**config.mk**
```make
export PLATFORM = sky130hd
export DESIGN_NAME = rgb_to_hsv_converter_top_flat
export DESIGN_NICKNAME = d
export VERILOG_FILES = /design/src/rtl/rgbhsv_ifs_top_dummy_guard.sv /design/src/rtl/rgbhsv_pkg.sv /design/src/rtl/rgbhsv_ifs.sv /design/src/rtl/rgbhsv_front.sv /design/src/rtl/rgbhsv_cell.sv /design/src/rtl/rgbhsv_out_stage.sv /design/src/rtl/rgb_to_hsv_converter_top.sv /design/src/flat_wrapper.sv
export SDC_FILE = /design/constraint.sdc
export NUM_CORES = 1
export LEC_CHECK = 0
export BUFFER_PORTS_ARGS = -buffer_cell sky130_fd_sc_hd__buf_2
export CORE_UTILIZATION = 25
export CTS_CLUSTER_SIZE = 16
export DETAILED_ROUTE_END_ITERATION = 8
export GPL_ROUTABILITY_DRIVEN = 0
export PLACE_DENSITY = 0.41
export SYNTH_ARGS = -nofsm -noshare
export SYNTH_HDL_FRONTEND = slang
export SYNTH_SLANG_ARGS = --single-unit
```
**constraint.sdc**
```tcl
create_clock -name clk -period 15.2 [get_ports clk]
set_input_delay 0.76 -clock clk [delete_from_list [all_inputs] [get_ports clk]]
set_output_delay 0.76 -clock clk [all_outputs]
set_load 0.005 [all_outputs]
```
**src/rtl/rgbhsv_ifs_top_dummy_guard.sv**
```systemverilog
// Holds no design; reserved so the interface file stays standalone.
// Depends on nothing.

```
**src/rtl/rgbhsv_pkg.sv**
```systemverilog
// Shared constants, flag struct and width helpers for the RGB to HSV converter.
// No dependencies; every other file that holds code uses this package.
package rgbhsv_pkg;

  localparam int CHANNEL_BITS_DEF = 8;
  localparam int HUE_W            = 9;
  localparam int HUE_WRAP         = 360;
  localparam int HUE_STEP         = 60;

  typedef struct packed {
    logic hue_zero;
    logic sat_zero;
  } rgbhsv_flags_t;

  // quotient bits: hue needs 9, saturation needs the channel width
  function automatic int quot_bits(input int cb);
    return (cb > HUE_W) ? cb : HUE_W;
  endfunction

  // remainder/dividend bits, covers 721*CMAX, CMAX*CMAX and the shifted divisors
  function automatic int rem_bits(input int cb);
    return 2 * cb + 10;
  endfunction

endpackage

```
**src/rtl/rgbhsv_ifs.sv**
```systemverilog
// Valid/ready channel interfaces for pixel words in and HSV words out.
// Depends on rgbhsv_pkg.
interface rgbhsv_pix_if #(parameter int CB = rgbhsv_pkg::CHANNEL_BITS_DEF);
  logic          valid;
  logic          ready;
  logic [CB-1:0] red;
  logic [CB-1:0] green;
  logic [CB-1:0] blue;
  modport source (output valid, red, green, blue, input ready);
  modport sink   (input valid, red, green, blue, output ready);
endinterface

interface rgbhsv_hsv_if #(parameter int CB = rgbhsv_pkg::CHANNEL_BITS_DEF);
  logic                           valid;
  logic                           ready;
  logic [rgbhsv_pkg::HUE_W-1:0]   hue;
  logic [CB-1:0]                  saturation;
  logic [CB-1:0]                  brightness;
  modport source (output valid, hue, saturation, brightness, input ready);
  modport sink   (input valid, hue, saturation, brightness, output ready);
endinterface

```
**src/rtl/rgbhsv_front.sv**
```systemverilog
// Front stage: max, min, delta, sector numerator and both divider operands.
// Depends on rgbhsv_pkg and rgbhsv_ifs.
module rgbhsv_front #(
  parameter int CB = rgbhsv_pkg::CHANNEL_BITS_DEF
) (
  input  logic                                  clk,
  input  logic                                  rst_n,
  rgbhsv_pix_if.sink                            pix,
  output logic                                  dn_valid,
  input  logic                                  dn_ready,
  output logic [rgbhsv_pkg::rem_bits(CB)-1:0]   dn_rem_h,
  output logic [CB:0]                           dn_div_h,
  output logic [rgbhsv_pkg::rem_bits(CB)-1:0]   dn_rem_s,
  output logic [CB-1:0]                         dn_div_s,
  output logic [CB-1:0]                         dn_bright,
  output rgbhsv_pkg::rgbhsv_flags_t             dn_flags
);
  import rgbhsv_pkg::*;

  localparam int RW = rem_bits(CB);
  localparam int SW = CB + 4;

  logic [CB-1:0]        mx, mn, dl;
  logic signed [SW-1:0] rs, gs, bs, ds, diff, wrapd;
  logic [RW-1:0]        hue_num, sat_num;
  logic                 valid_r, load;
  logic [RW-1:0]        rem_h_r, rem_s_r;
  logic [CB:0]          div_h_r;
  logic [CB-1:0]        div_s_r, bright_r;
  rgbhsv_flags_t        flags_r;

  always_comb begin
    mx = pix.red;
    if (pix.green > mx) mx = pix.green;
    if (pix.blue > mx) mx = pix.blue;
    mn = pix.red;
    if (pix.green < mn) mn = pix.green;
    if (pix.blue < mn) mn = pix.blue;
    dl = mx - mn;
    rs = $signed(SW'(pix.red));
    gs = $signed(SW'(pix.green));
    bs = $signed(SW'(pix.blue));
    ds = $signed(SW'(dl));
    if (pix.red == mx) begin
      diff = gs - bs;
    end else if (pix.green == mx) begin
      diff = (ds <<< 1) + bs - rs;
    end else begin
      diff = (ds <<< 2) + rs - gs;
    end
    // wrap negative hue by 6 sectors
    wrapd   = (diff < 0) ? (diff + (ds <<< 2) + (ds <<< 1)) : diff;
    hue_num = RW'($unsigned(wrapd)) * RW'(2 * HUE_STEP) + RW'(dl);
    sat_num = (RW'(dl) << CB) - RW'(dl);
  end

  assign pix.ready = !valid_r || dn_ready;
  assign load      = pix.valid && pix.ready;

  always_ff @(posedge clk) begin
    if (!rst_n) begin
      valid_r <= 1'b0;
    end else if (pix.ready) begin
      valid_r <= pix.valid;
    end
    if (load) begin
      rem_h_r          <= hue_num;
      div_h_r          <= {dl, 1'b0};
      rem_s_r          <= sat_num;
      div_s_r          <= mx;
      bright_r         <= mx;
      flags_r.hue_zero <= (dl == '0);
      flags_r.sat_zero <= (mx == '0);
    end
  end

  assign dn_valid  = valid_r;
  assign dn_rem_h  = rem_h_r;
  assign dn_div_h  = div_h_r;
  assign dn_rem_s  = rem_s_r;
  assign dn_div_s  = div_s_r;
  assign dn_bright = bright_r;
  assign dn_flags  = flags_r;

endmodule

```
**src/rtl/rgbhsv_cell.sv**
```systemverilog
// One restoring-division cell: resolves quotient bit STEP of both the hue and
// saturation divisions and passes the word on. Depends on rgbhsv_pkg.
module rgbhsv_cell #(
  parameter int CB   = rgbhsv_pkg::CHANNEL_BITS_DEF,
  parameter int STEP = 0
) (
  input  logic                                  clk,
  input  logic                                  rst_n,
  input  logic                                  up_valid,
  output logic                                  up_ready,
  input  logic [rgbhsv_pkg::rem_bits(CB)-1:0]   up_rem_h,
  input  logic [CB:0]                           up_div_h,
  input  logic [rgbhsv_pkg::quot_bits(CB)-1:0]  up_q_h,
  input  logic [rgbhsv_pkg::rem_bits(CB)-1:0]   up_rem_s,
  input  logic [CB-1:0]                         up_div_s,
  input  logic [rgbhsv_pkg::quot_bits(CB)-1:0]  up_q_s,
  input  logic [CB-1:0]                         up_bright,
  input  rgbhsv_pkg::rgbhsv_flags_t             up_flags,
  output logic                                  dn_valid,
  input  logic                                  dn_ready,
  output logic [rgbhsv_pkg::rem_bits(CB)-1:0]   dn_rem_h,
  output logic [CB:0]                           dn_div_h,
  output logic [rgbhsv_pkg::quot_bits(CB)-1:0]  dn_q_h,
  output logic [rgbhsv_pkg::rem_bits(CB)-1:0]   dn_rem_s,
  output logic [CB-1:0]                         dn_div_s,
  output logic [rgbhsv_pkg::quot_bits(CB)-1:0]  dn_q_s,
  output logic [CB-1:0]                         dn_bright,
  output rgbhsv_pkg::rgbhsv_flags_t             dn_flags
);
  import rgbhsv_pkg::*;

  localparam int RW = rem_bits(CB);
  localparam int QW = quot_bits(CB);

  logic [RW-1:0] sh_h, sh_s;
  logic          ge_h, ge_s;
  logic [QW-1:0] qbit;
  logic          valid_r, load;
  logic [RW-1:0] rem_h_r, rem_s_r;
  logic [CB:0]   div_h_r;
  logic [CB-1:0] div_s_r, bright_r;
  logic [QW-1:0] q_h_r, q_s_r;
  rgbhsv_flags_t flags_r;

  always_comb begin
    sh_h = RW'(up_div_h) << STEP;
    sh_s = RW'(up_div_s) << STEP;
    ge_h = (up_rem_h >= sh_h);
    ge_s = (up_rem_s >= sh_s);
    qbit = QW'(1) << STEP;
  end

  assign up_ready = !valid_r || dn_ready;
  assign load     = up_valid && up_ready;

  always_ff @(posedge clk) begin
    if (!rst_n) begin
      valid_r <= 1'b0;
    end else if (up_ready) begin
      valid_r <= up_valid;
    end
    if (load) begin
      rem_h_r  <= ge_h ? (up_rem_h - sh_h) : up_rem_h;
      rem_s_r  <= ge_s ? (up_rem_s - sh_s) : up_rem_s;
      q_h_r    <= ge_h ? (up_q_h | qbit) : up_q_h;
      q_s_r    <= ge_s ? (up_q_s | qbit) : up_q_s;
      div_h_r  <= up_div_h;
      div_s_r  <= up_div_s;
      bright_r <= up_bright;
      flags_r  <= up_flags;
    end
  end

  assign dn_valid  = valid_r;
  assign dn_rem_h  = rem_h_r;
  assign dn_div_h  = div_h_r;
  assign dn_q_h    = q_h_r;
  assign dn_rem_s  = rem_s_r;
  assign dn_div_s  = div_s_r;
  assign dn_q_s    = q_s_r;
  assign dn_bright = bright_r;
  assign dn_flags  = flags_r;

endmodule

```
**src/rtl/rgbhsv_out_stage.sv**
```systemverilog
// Output register: final hue wrap and zero cases, holds the HSV word for the sink.
// Depends on rgbhsv_pkg and rgbhsv_ifs.
module rgbhsv_out_stage #(
  parameter int CB = rgbhsv_pkg::CHANNEL_BITS_DEF
) (
  input  logic                                  clk,
  input  logic                                  rst_n,
  input  logic                                  up_valid,
  output logic                                  up_ready,
  input  logic [rgbhsv_pkg::quot_bits(CB)-1:0]  up_q_h,
  input  logic [rgbhsv_pkg::quot_bits(CB)-1:0]  up_q_s,
  input  logic [CB-1:0]                         up_bright,
  input  rgbhsv_pkg::rgbhsv_flags_t             up_flags,
  rgbhsv_hsv_if.source                          hsv
);
  import rgbhsv_pkg::*;

  logic             valid_r, load;
  logic [HUE_W-1:0] hue_nxt, hue_r;
  logic [CB-1:0]    sat_nxt, sat_r, bright_r;

  always_comb begin
    if (up_flags.hue_zero || (up_q_h[HUE_W-1:0] == HUE_W'(HUE_WRAP))) begin
      hue_nxt = '0;
    end else begin
      hue_nxt = up_q_h[HUE_W-1:0];
    end
    sat_nxt = up_flags.sat_zero ? '0 : up_q_s[CB-1:0];
  end

  assign up_ready = !valid_r || hsv.ready;
  assign load     = up_valid && up_ready;

  always_ff @(posedge clk) begin
    if (!rst_n) begin
      valid_r <= 1'b0;
    end else if (up_ready) begin
      valid_r <= up_valid;
    end
    if (load) begin
      hue_r    <= hue_nxt;
      sat_r    <= sat_nxt;
      bright_r <= up_bright;
    end
  end

  assign hsv.valid      = valid_r;
  assign hsv.hue        = hue_r;
  assign hsv.saturation = sat_r;
  assign hsv.brightness = bright_r;

  hue_range_a: assert property (@(posedge clk) disable iff (!rst_n)
    hsv.valid |-> (hsv.hue < HUE_W'(HUE_WRAP)))
    else $error("hue out of range");

  black_sat_a: assert property (@(posedge clk) disable iff (!rst_n)
    (hsv.valid && (hsv.brightness == '0)) |-> (hsv.saturation == '0))
    else $error("saturation nonzero on black");

  grey_hue_a: assert property (@(posedge clk) disable iff (!rst_n)
    (hsv.valid && (hsv.saturation == '0)) |-> (hsv.hue == '0))
    else $error("hue nonzero on grey");

endmodule

```
**src/rtl/rgb_to_hsv_converter_top.sv**
```systemverilog
// RGB to HSV converter. Takes one pixel word per clock and returns hue (0..359 degrees,
// rounded half up), saturation floor(CMAX*delta/max) and brightness (max) per pixel, in
// order. The pipeline is one front stage, one restoring-division cell per quotient bit
// and one output register. Throughput is one pixel per clock while the sink does not
// stall; every stage has its own valid/ready so bubbles collapse when the sink stalls.
// Depends on rgbhsv_pkg, rgbhsv_ifs, rgbhsv_front, rgbhsv_cell, rgbhsv_out_stage.
module rgb_to_hsv_converter_top #(
  parameter int CHANNEL_BITS = rgbhsv_pkg::CHANNEL_BITS_DEF
) (
  input  logic          clk,
  input  logic          rst_n,
  rgbhsv_pix_if.sink    in_pix,
  rgbhsv_hsv_if.source  out_hsv
);
  import rgbhsv_pkg::*;

  localparam int CB = CHANNEL_BITS;
  localparam int RW = rem_bits(CB);
  localparam int QW = quot_bits(CB);

  logic          st_valid [QW+1];
  logic          st_ready [QW+1];
  logic [RW-1:0] st_rem_h [QW+1];
  logic [CB:0]   st_div_h [QW+1];
  logic [QW-1:0] st_q_h   [QW+1];
  logic [RW-1:0] st_rem_s [QW+1];
  logic [CB-1:0] st_div_s [QW+1];
  logic [QW-1:0] st_q_s   [QW+1];
  logic [CB-1:0] st_bright[QW+1];
  rgbhsv_flags_t st_flags [QW+1];

  assign st_q_h[0] = '0;
  assign st_q_s[0] = '0;

  rgbhsv_front #(.CB(CB)) u_front (
    .clk       (clk),
    .rst_n     (rst_n),
    .pix       (in_pix),
    .dn_valid  (st_valid[0]),
    .dn_ready  (st_ready[0]),
    .dn_rem_h  (st_rem_h[0]),
    .dn_div_h  (st_div_h[0]),
    .dn_rem_s  (st_rem_s[0]),
    .dn_div_s  (st_div_s[0]),
    .dn_bright (st_bright[0]),
    .dn_flags  (st_flags[0])
  );

  for (genvar k = 0; k < QW; k++) begin : g_cell
    rgbhsv_cell #(.CB(CB), .STEP(QW - 1 - k)) u_cell (
      .clk       (clk),
      .rst_n     (rst_n),
      .up_valid  (st_valid[k]),
      .up_ready  (st_ready[k]),
      .up_rem_h  (st_rem_h[k]),
      .up_div_h  (st_div_h[k]),
      .up_q_h    (st_q_h[k]),
      .up_rem_s  (st_rem_s[k]),
      .up_div_s  (st_div_s[k]),
      .up_q_s    (st_q_s[k]),
      .up_bright (st_bright[k]),
      .up_flags  (st_flags[k]),
      .dn_valid  (st_valid[k+1]),
      .dn_ready  (st_ready[k+1]),
      .dn_rem_h  (st_rem_h[k+1]),
      .dn_div_h  (st_div_h[k+1]),
      .dn_q_h    (st_q_h[k+1]),
      .dn_rem_s  (st_rem_s[k+1]),
      .dn_div_s  (st_div_s[k+1]),
      .dn_q_s    (st_q_s[k+1]),
      .dn_bright (st_bright[k+1]),
      .dn_flags  (st_flags[k+1])
    );
  end

  rgbhsv_out_stage #(.CB(CB)) u_out (
    .clk       (clk),
    .rst_n     (rst_n),
    .up_valid  (st_valid[QW]),
    .up_ready  (st_ready[QW]),
    .up_q_h    (st_q_h[QW]),
    .up_q_s    (st_q_s[QW]),
    .up_bright (st_bright[QW]),
    .up_flags  (st_flags[QW]),
    .hsv       (out_hsv)
  );

  // final remainders must be below their divisors for a nonzero divisor
  rem_h_a: assert property (@(posedge clk) disable iff (!rst_n)
    (st_valid[QW] && !st_flags[QW].hue_zero) |-> (st_rem_h[QW] < RW'(st_div_h[QW])))
    else $error("hue remainder not reduced");

  rem_s_a: assert property (@(posedge clk) disable iff (!rst_n)
    (st_valid[QW] && !st_flags[QW].sat_zero) |-> (st_rem_s[QW] < RW'(st_div_s[QW])))
    else $error("saturation remainder not reduced");

endmodule

```
**src/flat_wrapper.sv**
```systemverilog
// flat-port wrapper written by rule: the top's interface ports become plain ports
module rgb_to_hsv_converter_top_flat import rgbhsv_pkg::*;
#(
  parameter int CHANNEL_BITS = rgbhsv_pkg::CHANNEL_BITS_DEF
)
  (clk, rst_n, in_pix_valid, in_pix_red, in_pix_green, in_pix_blue, in_pix_ready, out_hsv_valid, out_hsv_hue, out_hsv_saturation, out_hsv_brightness, out_hsv_ready);
  rgbhsv_pix_if #(.CB((CHANNEL_BITS_DEF))) in_pix_i ();
  rgbhsv_hsv_if #(.CB((CHANNEL_BITS_DEF))) out_hsv_i ();
  input  logic clk;
  input  logic rst_n;
  input wire logic [$bits(in_pix_i.valid)-1:0] in_pix_valid;
  input wire logic [$bits(in_pix_i.red)-1:0] in_pix_red;
  input wire logic [$bits(in_pix_i.green)-1:0] in_pix_green;
  input wire logic [$bits(in_pix_i.blue)-1:0] in_pix_blue;
  output wire logic [$bits(in_pix_i.ready)-1:0] in_pix_ready;
  output wire logic [$bits(out_hsv_i.valid)-1:0] out_hsv_valid;
  output wire logic [$bits(out_hsv_i.hue)-1:0] out_hsv_hue;
  output wire logic [$bits(out_hsv_i.saturation)-1:0] out_hsv_saturation;
  output wire logic [$bits(out_hsv_i.brightness)-1:0] out_hsv_brightness;
  input wire logic [$bits(out_hsv_i.ready)-1:0] out_hsv_ready;
  assign in_pix_i.valid = in_pix_valid;
  assign in_pix_i.red = in_pix_red;
  assign in_pix_i.green = in_pix_green;
  assign in_pix_i.blue = in_pix_blue;
  assign in_pix_ready = in_pix_i.ready;
  assign out_hsv_valid = out_hsv_i.valid;
  assign out_hsv_hue = out_hsv_i.hue;
  assign out_hsv_saturation = out_hsv_i.saturation;
  assign out_hsv_brightness = out_hsv_i.brightness;
  assign out_hsv_i.ready = out_hsv_ready;
  rgb_to_hsv_converter_top #(.CHANNEL_BITS(CHANNEL_BITS)) u_core (.clk(clk), .rst_n(rst_n), .in_pix(in_pix_i), .out_hsv(out_hsv_i));
endmodule
```
# Word level (Yosys, flattened, before mapping)
# Index checks and enable logic that the tools add are counted.
# classes
n_addsub	26
mul	1
n_lt_le_gt_ge	23
eq_ne	3
n_mux	24
reduce_logical	36
# op_table
cell	n
26-bit two-way mux	16
26-bit by 10-bit >= comparator with 1-bit output	2
26-bit by 11-bit >= comparator with 1-bit output	2
26-bit by 12-bit >= comparator with 1-bit output	2
26-bit by 13-bit >= comparator with 1-bit output	2
26-bit by 14-bit >= comparator with 1-bit output	2
26-bit by 15-bit >= comparator with 1-bit output	2
26-bit by 16-bit >= comparator with 1-bit output	2
26-bit by 9-bit >= comparator with 1-bit output	2
26-bit by 10-bit subtractor with 26-bit output	2
26-bit by 11-bit subtractor with 26-bit output	2
26-bit by 12-bit subtractor with 26-bit output	2
26-bit by 13-bit subtractor with 26-bit output	2
26-bit by 14-bit subtractor with 26-bit output	2
26-bit by 15-bit subtractor with 26-bit output	2
26-bit by 16-bit subtractor with 26-bit output	2
12-bit two-way mux	3
8-bit two-way mux	4
26-bit by 17-bit >= comparator with 1-bit output	1
26-bit by 8-bit >= comparator with 1-bit output	1
26-bit by 17-bit subtractor with 26-bit output	1
26-bit by 9-bit subtractor with 26-bit output	1
19-bit by 8-bit adder with 20-bit output	1
16-bit by 8-bit subtractor with 17-bit output	1
other kinds (19)	54
# totals
ff_bits	829
input_bits	28
out_inout_bits	27
elab_cells	218

# Depth between registers and ports, before layout
# Gate-level depths: netlist of run 1.
# logic_depth
depth_word	14
ltp_mapped	61
depth_no_buf	58

# By module
# A second synthesis of run 1 with hierarchy kept.
# unflattened
hier_cells	3994
area_unflattened_um2	50165.6
# modules_own_cells
module	n_inst	cells_each	area_per_inst_um2	seq_area_each_um2
rgbhsv_front	1	884	8016.4	1551.5
rgbhsv_cell (u_core.g_cell[7].u_cell)	1	366	4723.3	2932.8
rgbhsv_cell (u_core.g_cell[8].u_cell)	1	367	4719.5	2932.8
rgbhsv_cell (u_core.g_cell[6].u_cell)	1	348	4684.5	2932.8
rgbhsv_cell (u_core.g_cell[5].u_cell)	1	342	4649.5	2932.8
rgbhsv_cell (u_core.g_cell[3].u_cell)	1	333	4554.4	2932.8
rgbhsv_cell (u_core.g_cell[4].u_cell)	1	339	4526.8	2932.8
rgbhsv_cell (u_core.g_cell[1].u_cell)	1	323	4461.8	2932.8
rgbhsv_cell (u_core.g_cell[2].u_cell)	1	324	4443.0	2932.8
rgbhsv_cell (u_core.g_cell[0].u_cell)	1	313	4426.7	2932.8
rgbhsv_out_stage	1	54	955.9	770.7
rgb_to_hsv_converter_top	1	1	3.8	0.0

# Least setup slack after synthesis of run 1
# No wires, ideal clock.
# synth_timing
kind	input-to-reg
start	in in_pix_green[6]
end	reg u_core.u_front.rem_h_r[18], in the netlist u_core.u_front.dn_rem_h[18] (data pin)
setup_time_ns	0.260
t_arrival_ns	11.809
required_ns	14.940
slack_ns	3.131
stages	56
path_buffers	3
path_cell_list	inv_1 ha_1 and4_1 buf_4 nand2_4 o211ai_2 nand2_1 clkbuf_1 o21ai_0 ha_1 clkbuf_1 nand3_1 a211oi_1 nor2_1 a211oi_4 o32ai_2 nor2_1 inv_1 [20 not listed] inv_1 fa_1 inv_1 ha_1 a21oi_1 o21ai_0 a21oi_1 o21ai_0 a21oi_1 o21ai_0 a21oi_1 o21ai_0 a21o_1 a311oi_1 nor2_1 a31oi_1 o211a_1 nand3_1
# synth_via
elab_chain_cells	14
word_cells_on_any_way	24
cone_classes	add/sub: 9; mul: 1; order compare: 5; eq/ne: 2; mux: 7
# synth_rtl
item	line_no	rtl
from (decl)	flat_wrapper.sv:13	input wire logic [$bits(in_pix_i.green)-1:0] in_pix_green;
8-bit greater-than comparator	rgbhsv_front.sv:34	if (pix.green > mx) mx = pix.green;
8-bit two-way mux (*)	rgbhsv_front.sv:34	
8-bit greater-than comparator	rgbhsv_front.sv:35	if (pix.blue > mx) mx = pix.blue;
8-bit two-way mux (*)	rgbhsv_front.sv:35	
via u_core.u_front.mx[0]	rgbhsv_front.sv:23	logic [CB-1:0] mx, mn, dl;
8-bit subtractor (*)	rgbhsv_front.sv:39	dl = mx - mn;
via u_core.u_front.dl[6]	rgbhsv_front.sv:23	
10-bit by 8-bit adder with 11-bit output / 9-bit by 8-bit adder with 10-bit output (equally long branches)	rgbhsv_front.sv:49, rgbhsv_front.sv:47	
11-bit by 8-bit subtractor with 12-bit output / 10-bit by 8-bit subtractor with 11-bit output (equally long branches)	rgbhsv_front.sv:49, rgbhsv_front.sv:47	
12-bit two-way mux	rgbhsv_front.sv:46	end else if (pix.green == mx) begin
12-bit two-way mux	rgbhsv_front.sv:44	if (pix.red == mx) begin
12-bit by 11-bit adder with 12-bit output	rgbhsv_front.sv:52	wrapd = (diff < 0) ? (diff + (ds <<< 2) + (ds <<< 1)) : diff;
12-bit by 10-bit adder with 12-bit output	rgbhsv_front.sv:52	
12-bit two-way mux	rgbhsv_front.sv:52	
12-bit by 4-bit multiplier with 16-bit output	rgbhsv_front.sv:53	hue_num = RW'($unsigned(wrapd)) * RW'(2 * HUE_STEP) + RW'(dl);
19-bit by 8-bit adder with 20-bit output (*)	rgbhsv_front.sv:53	
via u_core.u_front.hue_num[18]	rgbhsv_front.sv:25	logic [RW-1:0] hue_num, sat_num;
to (signal assigned)	rgbhsv_front.sv:67	rem_h_r <= hue_num;
to (decl)	rgbhsv_front.sv:27	logic [RW-1:0] rem_h_r, rem_s_r;
# Mark *: on every way through the listed nets, which the timed path passes. The rest lies on a longest branch.
# A chain may end at the register's enable or synchronous reset.

# Final worst setup path of run 1
# layout_timing
start	in in_pix_green[1]
end	reg u_core.u_front.rem_h_r[18], in the netlist u_core.u_front.dn_rem_h[18] (data pin)
# layout_via
elab_chain_cells	14
word_cells_on_any_way	24
cone_classes	add/sub: 9; mul: 1; order compare: 5; eq/ne: 2; mux: 7
# layout_rtl
item	line_no
8-bit greater-than comparator	rgbhsv_front.sv:34
8-bit two-way mux (*)	rgbhsv_front.sv:34
8-bit greater-than comparator	rgbhsv_front.sv:35
8-bit two-way mux (*)	rgbhsv_front.sv:35
via u_core.u_front.mx[1]	rgbhsv_front.sv:23
8-bit subtractor	rgbhsv_front.sv:39
10-bit by 8-bit adder with 11-bit output / 9-bit by 8-bit adder with 10-bit output (equally long branches)	rgbhsv_front.sv:49, rgbhsv_front.sv:47
11-bit by 8-bit subtractor with 12-bit output / 10-bit by 8-bit subtractor with 11-bit output (equally long branches)	rgbhsv_front.sv:49, rgbhsv_front.sv:47
12-bit two-way mux	rgbhsv_front.sv:46
12-bit two-way mux	rgbhsv_front.sv:44
12-bit by 11-bit adder with 12-bit output	rgbhsv_front.sv:52
12-bit by 10-bit adder with 12-bit output	rgbhsv_front.sv:52
12-bit two-way mux	rgbhsv_front.sv:52
12-bit by 4-bit multiplier with 16-bit output	rgbhsv_front.sv:53
19-bit by 8-bit adder with 20-bit output (*)	rgbhsv_front.sv:53
via u_core.u_front.hue_num[18]	rgbhsv_front.sv:25
# Marked as above.

==> impl_metrics.toml, run 1 <==
[clock_network]
cts.clk_slew.worst_paths_ns = 0.06
cts_buffers = 82
clock_latency_ns = 0.62
cts_max_level = 3
cts_setup_buffers = 0
tritoncts = "built"
cts_max_path_buffers = 3
cts_resized = 0
clock-sinks = 707
clockRootBuffer = "clkbuf_16"
cts_hold_buf = 0

[timing]
period_minus_slack_ns = 13.72
finClkSkew_ns = 0.0203
layout_setup_ws_ns = 1.48
tightest_slew_ns = 1.10
maxSlewHeadroom = 0.263
tns_ns = 0
period_share = 0.902
slew_violations = 0
setup_viol = 0
fmax_mhz = 72.9
hold_violations = 0
rsz0062_at_grt = "false"

[placed_design]
port_buffers = 54
post-place-ws_ns = 0.921
dp_hpwl_um = 64800

[yosys]
yosysWarnings = 0
synth_cells = 3385
syn_area_um2 = 39400
async_reset_ff_frac = 0
synth-edff-count = 696
synth_fp_nets = 3717
synth_top_area_cell = "edfxtp_1"
ys_seq_area_frac = 0.536
ys_types = 103
avgSynthCellArea_um2 = 11.6
ys_ff_latch = 707
synth.area.top_cells = "edfxtp_1, ha_1, xnor2_1"
synth_top_area_frac = 0.530
yosys_most_used_dff = "edfxtp_1"

[drt]
avgViaCountPerCell = 4.33
dr.pass1.iters = 4
ant_nets = 0
drt-total-wl_um = 83000
drt-initial-drc-count = 1113
wl_per_cell_um = 14.8
drc = 0
vias = 24300

[hold_path]
worstHoldStart = "in_pix_valid"
hp-class = "in2reg"

[worst_setup_path]
ff2ff_setup_slack_ns = 10.87
cp.arrival_ns = 14.07
path_common_cell = "a21oi_1"
crit_fanout = 16
cpMaxStageDelayCell = "a311oi_1"
critPathMaxStageDelay_ns = 0.68
startpoint = "in_pix_green[1]"
required_ns = 15.56
startpoint_type = "input pin"
cp-end-kind = "flop"
reg2reg_from = "u_core.g_cell[2].u_cell.dn_rem_h[0]"
critical_path_class = "in2reg"

[global_routing]
grt_util_all_layers = 0.104
grt_pass1_vias = 24900
grt_max_degree = 78
gr-total-overflow = 0
grt_pass1_wl_um = 134000
antenna_found_initial = 1

[layout]
area_growth_syn_to_layout_pct = 13.8
diodes = 0
nNetsFinal = 3823
drive_gt1_frac = 0.0704

[status]
outcome = "finished, final reports clean"

[flow_run]
maxCapViolations = 0

[floorplanning]
ios = 55
start_util = 0.252
die_h_um = 399
fp-row-count = 145
fp.dieW_um = 399
core_um2 = 156000
dieArea_um2 = 159000
-- synth_stat cells, types with 53 or more instances --
cell        n
nor3_1     87
edfxtp_1  696
nor2b_1    71
inv_1     344
nand2_1   204
nor4_1     66
ha_1      252
a21o_1    104
nand2b_1   68
xor2_1    146
nand3_1    53
xnor2_1   177
a21oi_1   158
nor2_1    209
o21ai_0   161
-- critical path: cells and delay by family --
| family | cells | cell delay (ns) |
|---|---|---|
| and+or+nand+nor | 6 | 0.96 |
| AOI/OAI and AO/OA | 30 | 7.49 |
| buffers and inverters | 6 | 0.87 |
| adders and majority gates | 8 | 2.96 |
| muxes | 1 | 0.46 |
| xor gates and xnor gates | 1 | 0.55 |
-- layout by cell type, fill, tap and decap left out, types with 13 or more instances in the layout --
cell type and count:
clkinv_1 14, edfxtp_1 696, mux2i_1 18, buf_2 54, nor3_1 87, nand2b_1 68, and4_1 14, fa_1 52
nor2_1 209, clkbuf_1 16, ha_1 252, a31oi_1 13, a21o_1 104, clkbuf_16 85, buf_4 23, nand2_1 204
nand4_1 31, clkinv_2 19, xnor2_1 177, nand3_1 53, and2_1 26, nor4_1 64, nor2b_1 65, o31ai_1 16
a211oi_1 20, or4_1 25, o21a_1 24, a21oi_1 158, or3_1 31, inv_1 344, o21ai_0 161, xor2_1 146
and3_1 17, o21bai_1 21
-- worst paths after layout --
kind | endpoint | depth (start not counted)
max | u_core.u_front.dn_rem_h[18] | 52
min | u_core.u_front.dn_valid | 3
max reg2reg | u_core.g_cell[3].u_cell.dn_rem_h[25] | 15
min reg2reg | u_core.g_cell[5].u_cell.dn_q_s[6] | 0
-- final cells by class --
type / count / area (um^2)
fillers: 16100 / 112000
clock buffers: 101 / 2190
flip-flops and latches: 707 / 21100
multi-input cells: 2276 / 16800
clock inverters: 44 / 369
repair buffers: 77 / 443
inverters: 347 / 1300
well taps: 2058 / 2570
-- routing by layer --
| metal | vias to the layer above | GRT usage | part of all wire |
|---|---|---|---|
| li1 | 12500 | - | - |
| met1 | 11300 | 0.125 | 0.44 |
| met2 | 340 | 0.188 | 0.50 |
| met3 | 145 | 0.0167 | 0.035 |
| met4 | 2 | 0.0368 | 0.029 |
| met5 | - | 0 | 0.00016 |
-- state kept, by name (all words and copies together), names as in the netlist, 2 cells and up --
name,count
u_core.u_front.dn_div_h,7
u_core.g_cell.u_cell.dn_div_h,43
u_core.g_cell.u_cell.dn_bright,64
u_core.u_out.hsv.brightness,8
u_core.g_cell.u_cell.dn_rem_s,201
u_core.g_cell.u_cell.dn_rem_h,205
u_core.u_front.dn_rem_s,17
u_core.u_front.dn_rem_h,17
u_core.g_cell.u_cell.dn_q_s,36
u_core.g_cell.u_cell.dn_flags,18
u_core.g_cell.u_cell.dn_div_s,8
u_core.g_cell.u_cell.dn_q_h,45
u_core.u_front.dn_flags,2
u_core.u_out.hsv.hue,9
u_core.u_out.hsv.saturation,8
u_core.u_front.dn_div_s,8
u_core.g_cell.u_cell.dn_valid,9
-- metrics by stage --
stage | area [um^2] | instances | utilization | hold slack [ns]
final | 44800 | 5610 | 0.287 | 0.398
after global routing | 44800 | 5610 | 0.287 | 0.383
after CTS | 44800 | 5610 | 0.287 | 0.356
after detailed placement | 42300 | 5465 | 0.270 | 0.405
after global placement | 42300 | 5465 | 0.270 | 0.404
after floorplan | 39400 | 3385 | - | 0.400
-- cells by family after synthesis --
group / after synthesis / share of synthesized area
AND/OR/NAND/NOR: 974 / 0.130
flip-flops: 707 / 0.536
AO/OA/AOI/OAI: 645 / 0.108
buffers and inverters: 402 / 0.0395
XOR/XNOR: 327 / 0.0736
adder cells (fa/ha/maj): 306 / 0.107
multiplexers: 23 / 0.00600
other: 1 / 0.0000952
Power of run 1 is left out: the tool's default activity adds up to more than one toggle a clock period on the data nets, which glitch-free logic cannot reach.
==> run 2, diff against run 1 <==
--- a/config.mk
+++ b/config.mk
@@ -5,11 +5,13 @@
 export SDC_FILE = /design/constraint.sdc
 export NUM_CORES = 1
 export LEC_CHECK = 0
+export ABC_AREA = 1
 export BUFFER_PORTS_ARGS = -buffer_cell sky130_fd_sc_hd__buf_2
 export CORE_UTILIZATION = 25
 export CTS_CLUSTER_SIZE = 16
 export DETAILED_ROUTE_END_ITERATION = 8
 export GPL_ROUTABILITY_DRIVEN = 0
+export MAX_ROUTING_LAYER = met4
 export PLACE_DENSITY = 0.41
 export SYNTH_ARGS = -nofsm -noshare
 export SYNTH_HDL_FRONTEND = slang
==> impl_metrics.toml, run 2 <==
[drt]
avgViaCountPerCell = 4.12
wl_per_cell_um = 13.5
dr.pass1.iters = 5
ant_nets = 0
drt-initial-drc-count = 1004
vias = 25700
drt-total-wl_um = 83900
drc = 0

[hold_path]
worstHoldStart = "u_core.g_cell[8].u_cell.dn_bright[6]"
hp-class = "reg2reg"

[timing]
maxSlewHeadroom = 0.281
setup_viol = 0
tightest_slew_ns = 1.07
period_minus_slack_ns = 11.87
tns_ns = 0
period_share = 0.781
slew_violations = 0
fmax_mhz = 84.2
hold_violations = 0
layout_setup_ws_ns = 3.33
rsz0062_at_grt = "false"
finClkSkew_ns = 0.0193

[clock_network]
cts_hold_buf = 0
cts_buffers = 83
cts.clk_slew.worst_paths_ns = 0.05
cts_setup_buffers = 0
clock-sinks = 707
cts_max_path_buffers = 3
tritoncts = "built"
cts_max_level = 3
clockRootBuffer = "clkbuf_16"
cts_resized = 0
clock_latency_ns = 0.64

[worst_setup_path]
required_ns = 15.58
cpMaxStageDelayCell = "fa_1"
reg2reg_from = "u_core.g_cell[6].u_cell.dn_rem_s[3]"
crit_fanout = 20
critical_path_class = "in2reg"
cp-end-kind = "flop"
critPathMaxStageDelay_ns = 0.57
cp.arrival_ns = 12.26
startpoint_type = "input pin"
path_common_cell = "nand2_1"
startpoint = "in_pix_green[7]"

[layout]
diodes = 0
drive_gt1_frac = 0.0647
nNetsFinal = 4427
fin_util = 0.286
multi_input_area_um2 = 15900
largest_reg_flops = 205
seq_area_um2 = 21100
num-fill-cells = 16600
most-common-layout-cells = "edfxtp_1, inv_1, nand2_1"
area_growth_syn_to_layout_pct = 13.5
final_common_cell = "edfxtp_1"

[global_routing]
grt_util_all_layers = 0.108
antenna_found_initial = 0
grt_pass1_vias = 26600
grt_max_degree = 70
gr-total-overflow = 0
grt_pass1_wl_um = 137000

[yosys]
yosys_most_used_dff = "edfxtp_1"
syn_area_um2 = 39800
synth_fp_nets = 4307
synth.area.top_cells = "edfxtp_1, ha_1, inv_1"
synth_top_area_frac = 0.525
ys_seq_area_frac = 0.531
yosysWarnings = 0
synth_cells = 3975
async_reset_ff_frac = 0
synth_commonest_cells = "edfxtp_1, inv_1, nand2_1"
ys_types = 58
synth_top_area_cell = "edfxtp_1"
ys_ff_latch = 707
avgSynthCellArea_um2 = 10.0
synth-edff-count = 696

[placed_design]
post-place-ws_ns = 2.58
dp_hpwl_um = 66800
port_buffers = 54

[status]
outcome = "finished, final reports clean"

[floorplanning]
dieArea_um2 = 161000
die_h_um = 401
fp.dieW_um = 401
fp-row-count = 146
ios = 55
core_um2 = 158000
start_util = 0.252

[flow_run]
maxCapViolations = 0
==> run 2: cell count changes after synthesis, moves of 68 or more <==
| cell | before | now |
|---|---|---|
| a21o_1 | 104 | 13 |
| inv_1 | 344 | 696 |
| nand2_1 | 204 | 645 |
| nand2b_1 | 68 | 0 |
| nand3_1 | 53 | 153 |
| nor2_1 | 209 | 367 |
| nor2b_1 | 71 | 0 |
| xnor2_1 | 177 | 93 |
==> run 2: logic make-up after synthesis <==
| logic type | count (synthesis) | synth area share |
|---|---|---|
| AO/OA/AOI/OAI | 503 | 0.0710 |
| XOR/XNOR | 293 | 0.0651 |
| adder cells (fa/ha/maj) | 304 | 0.105 |
| buffers and inverters | 739 | 0.0707 |
| flip-flops | 707 | 0.531 |
| other | 1 | 0.0000942 |
| AND/OR/NAND/NOR | 1428 | 0.157 |
==> run 2: final timing paths <==
path / endpoint / slack, ns / depth (start not counted)
max: u_core.u_front.dn_rem_h[18] / 3.33 / 58
min: u_core.u_out.hsv.brightness[6] / 0.42 / 0
max reg2reg: u_core.g_cell[7].u_cell.dn_rem_s[25] / 10.84 / 19
min reg2reg: u_core.u_out.hsv.brightness[6] / 0.42 / 0
==> run 2: metal layers <==
layer	vias to the layer above	track usage	wire, um
met5	-	-	0
met4	0	0.0383	2590
met3	150	0.0146	2420
met2	279	0.190	41200
met1	11600	0.124	37600
li1	13600	-	-
==> run 2: final cells by class <==
class                      instances  area share
tap                             2072      0.0574
inverter                         706      0.0587
timing repair buffer              68     0.00831
clock inverter                    50     0.00801
multi-input combinational       2529       0.352
sequential                       707       0.468
clock buffer                      99      0.0480
==> run 2: worst max-delay path: cells and delay by family <==
kind | cells | cell delay [ns]
simple gates | 26 | 3.92
fa+ha+maj | 9 | 3.48
compound gates | 11 | 2.22
buf+inv | 10 | 1.11
xor+xnor | 2 | 0.74
==> run 2: through the flow <==
step	instance area (um^2)	hold WS, ns	cells
after floorplan	39800	0.400	3975
after global placement	42600	0.401	6082
after detailed placement	42600	0.405	6082
after CTS	45200	0.365	6231
after global routing	45200	0.419	6231
final	45200	0.416	6231
Power of run 2 is left out for the same reason.
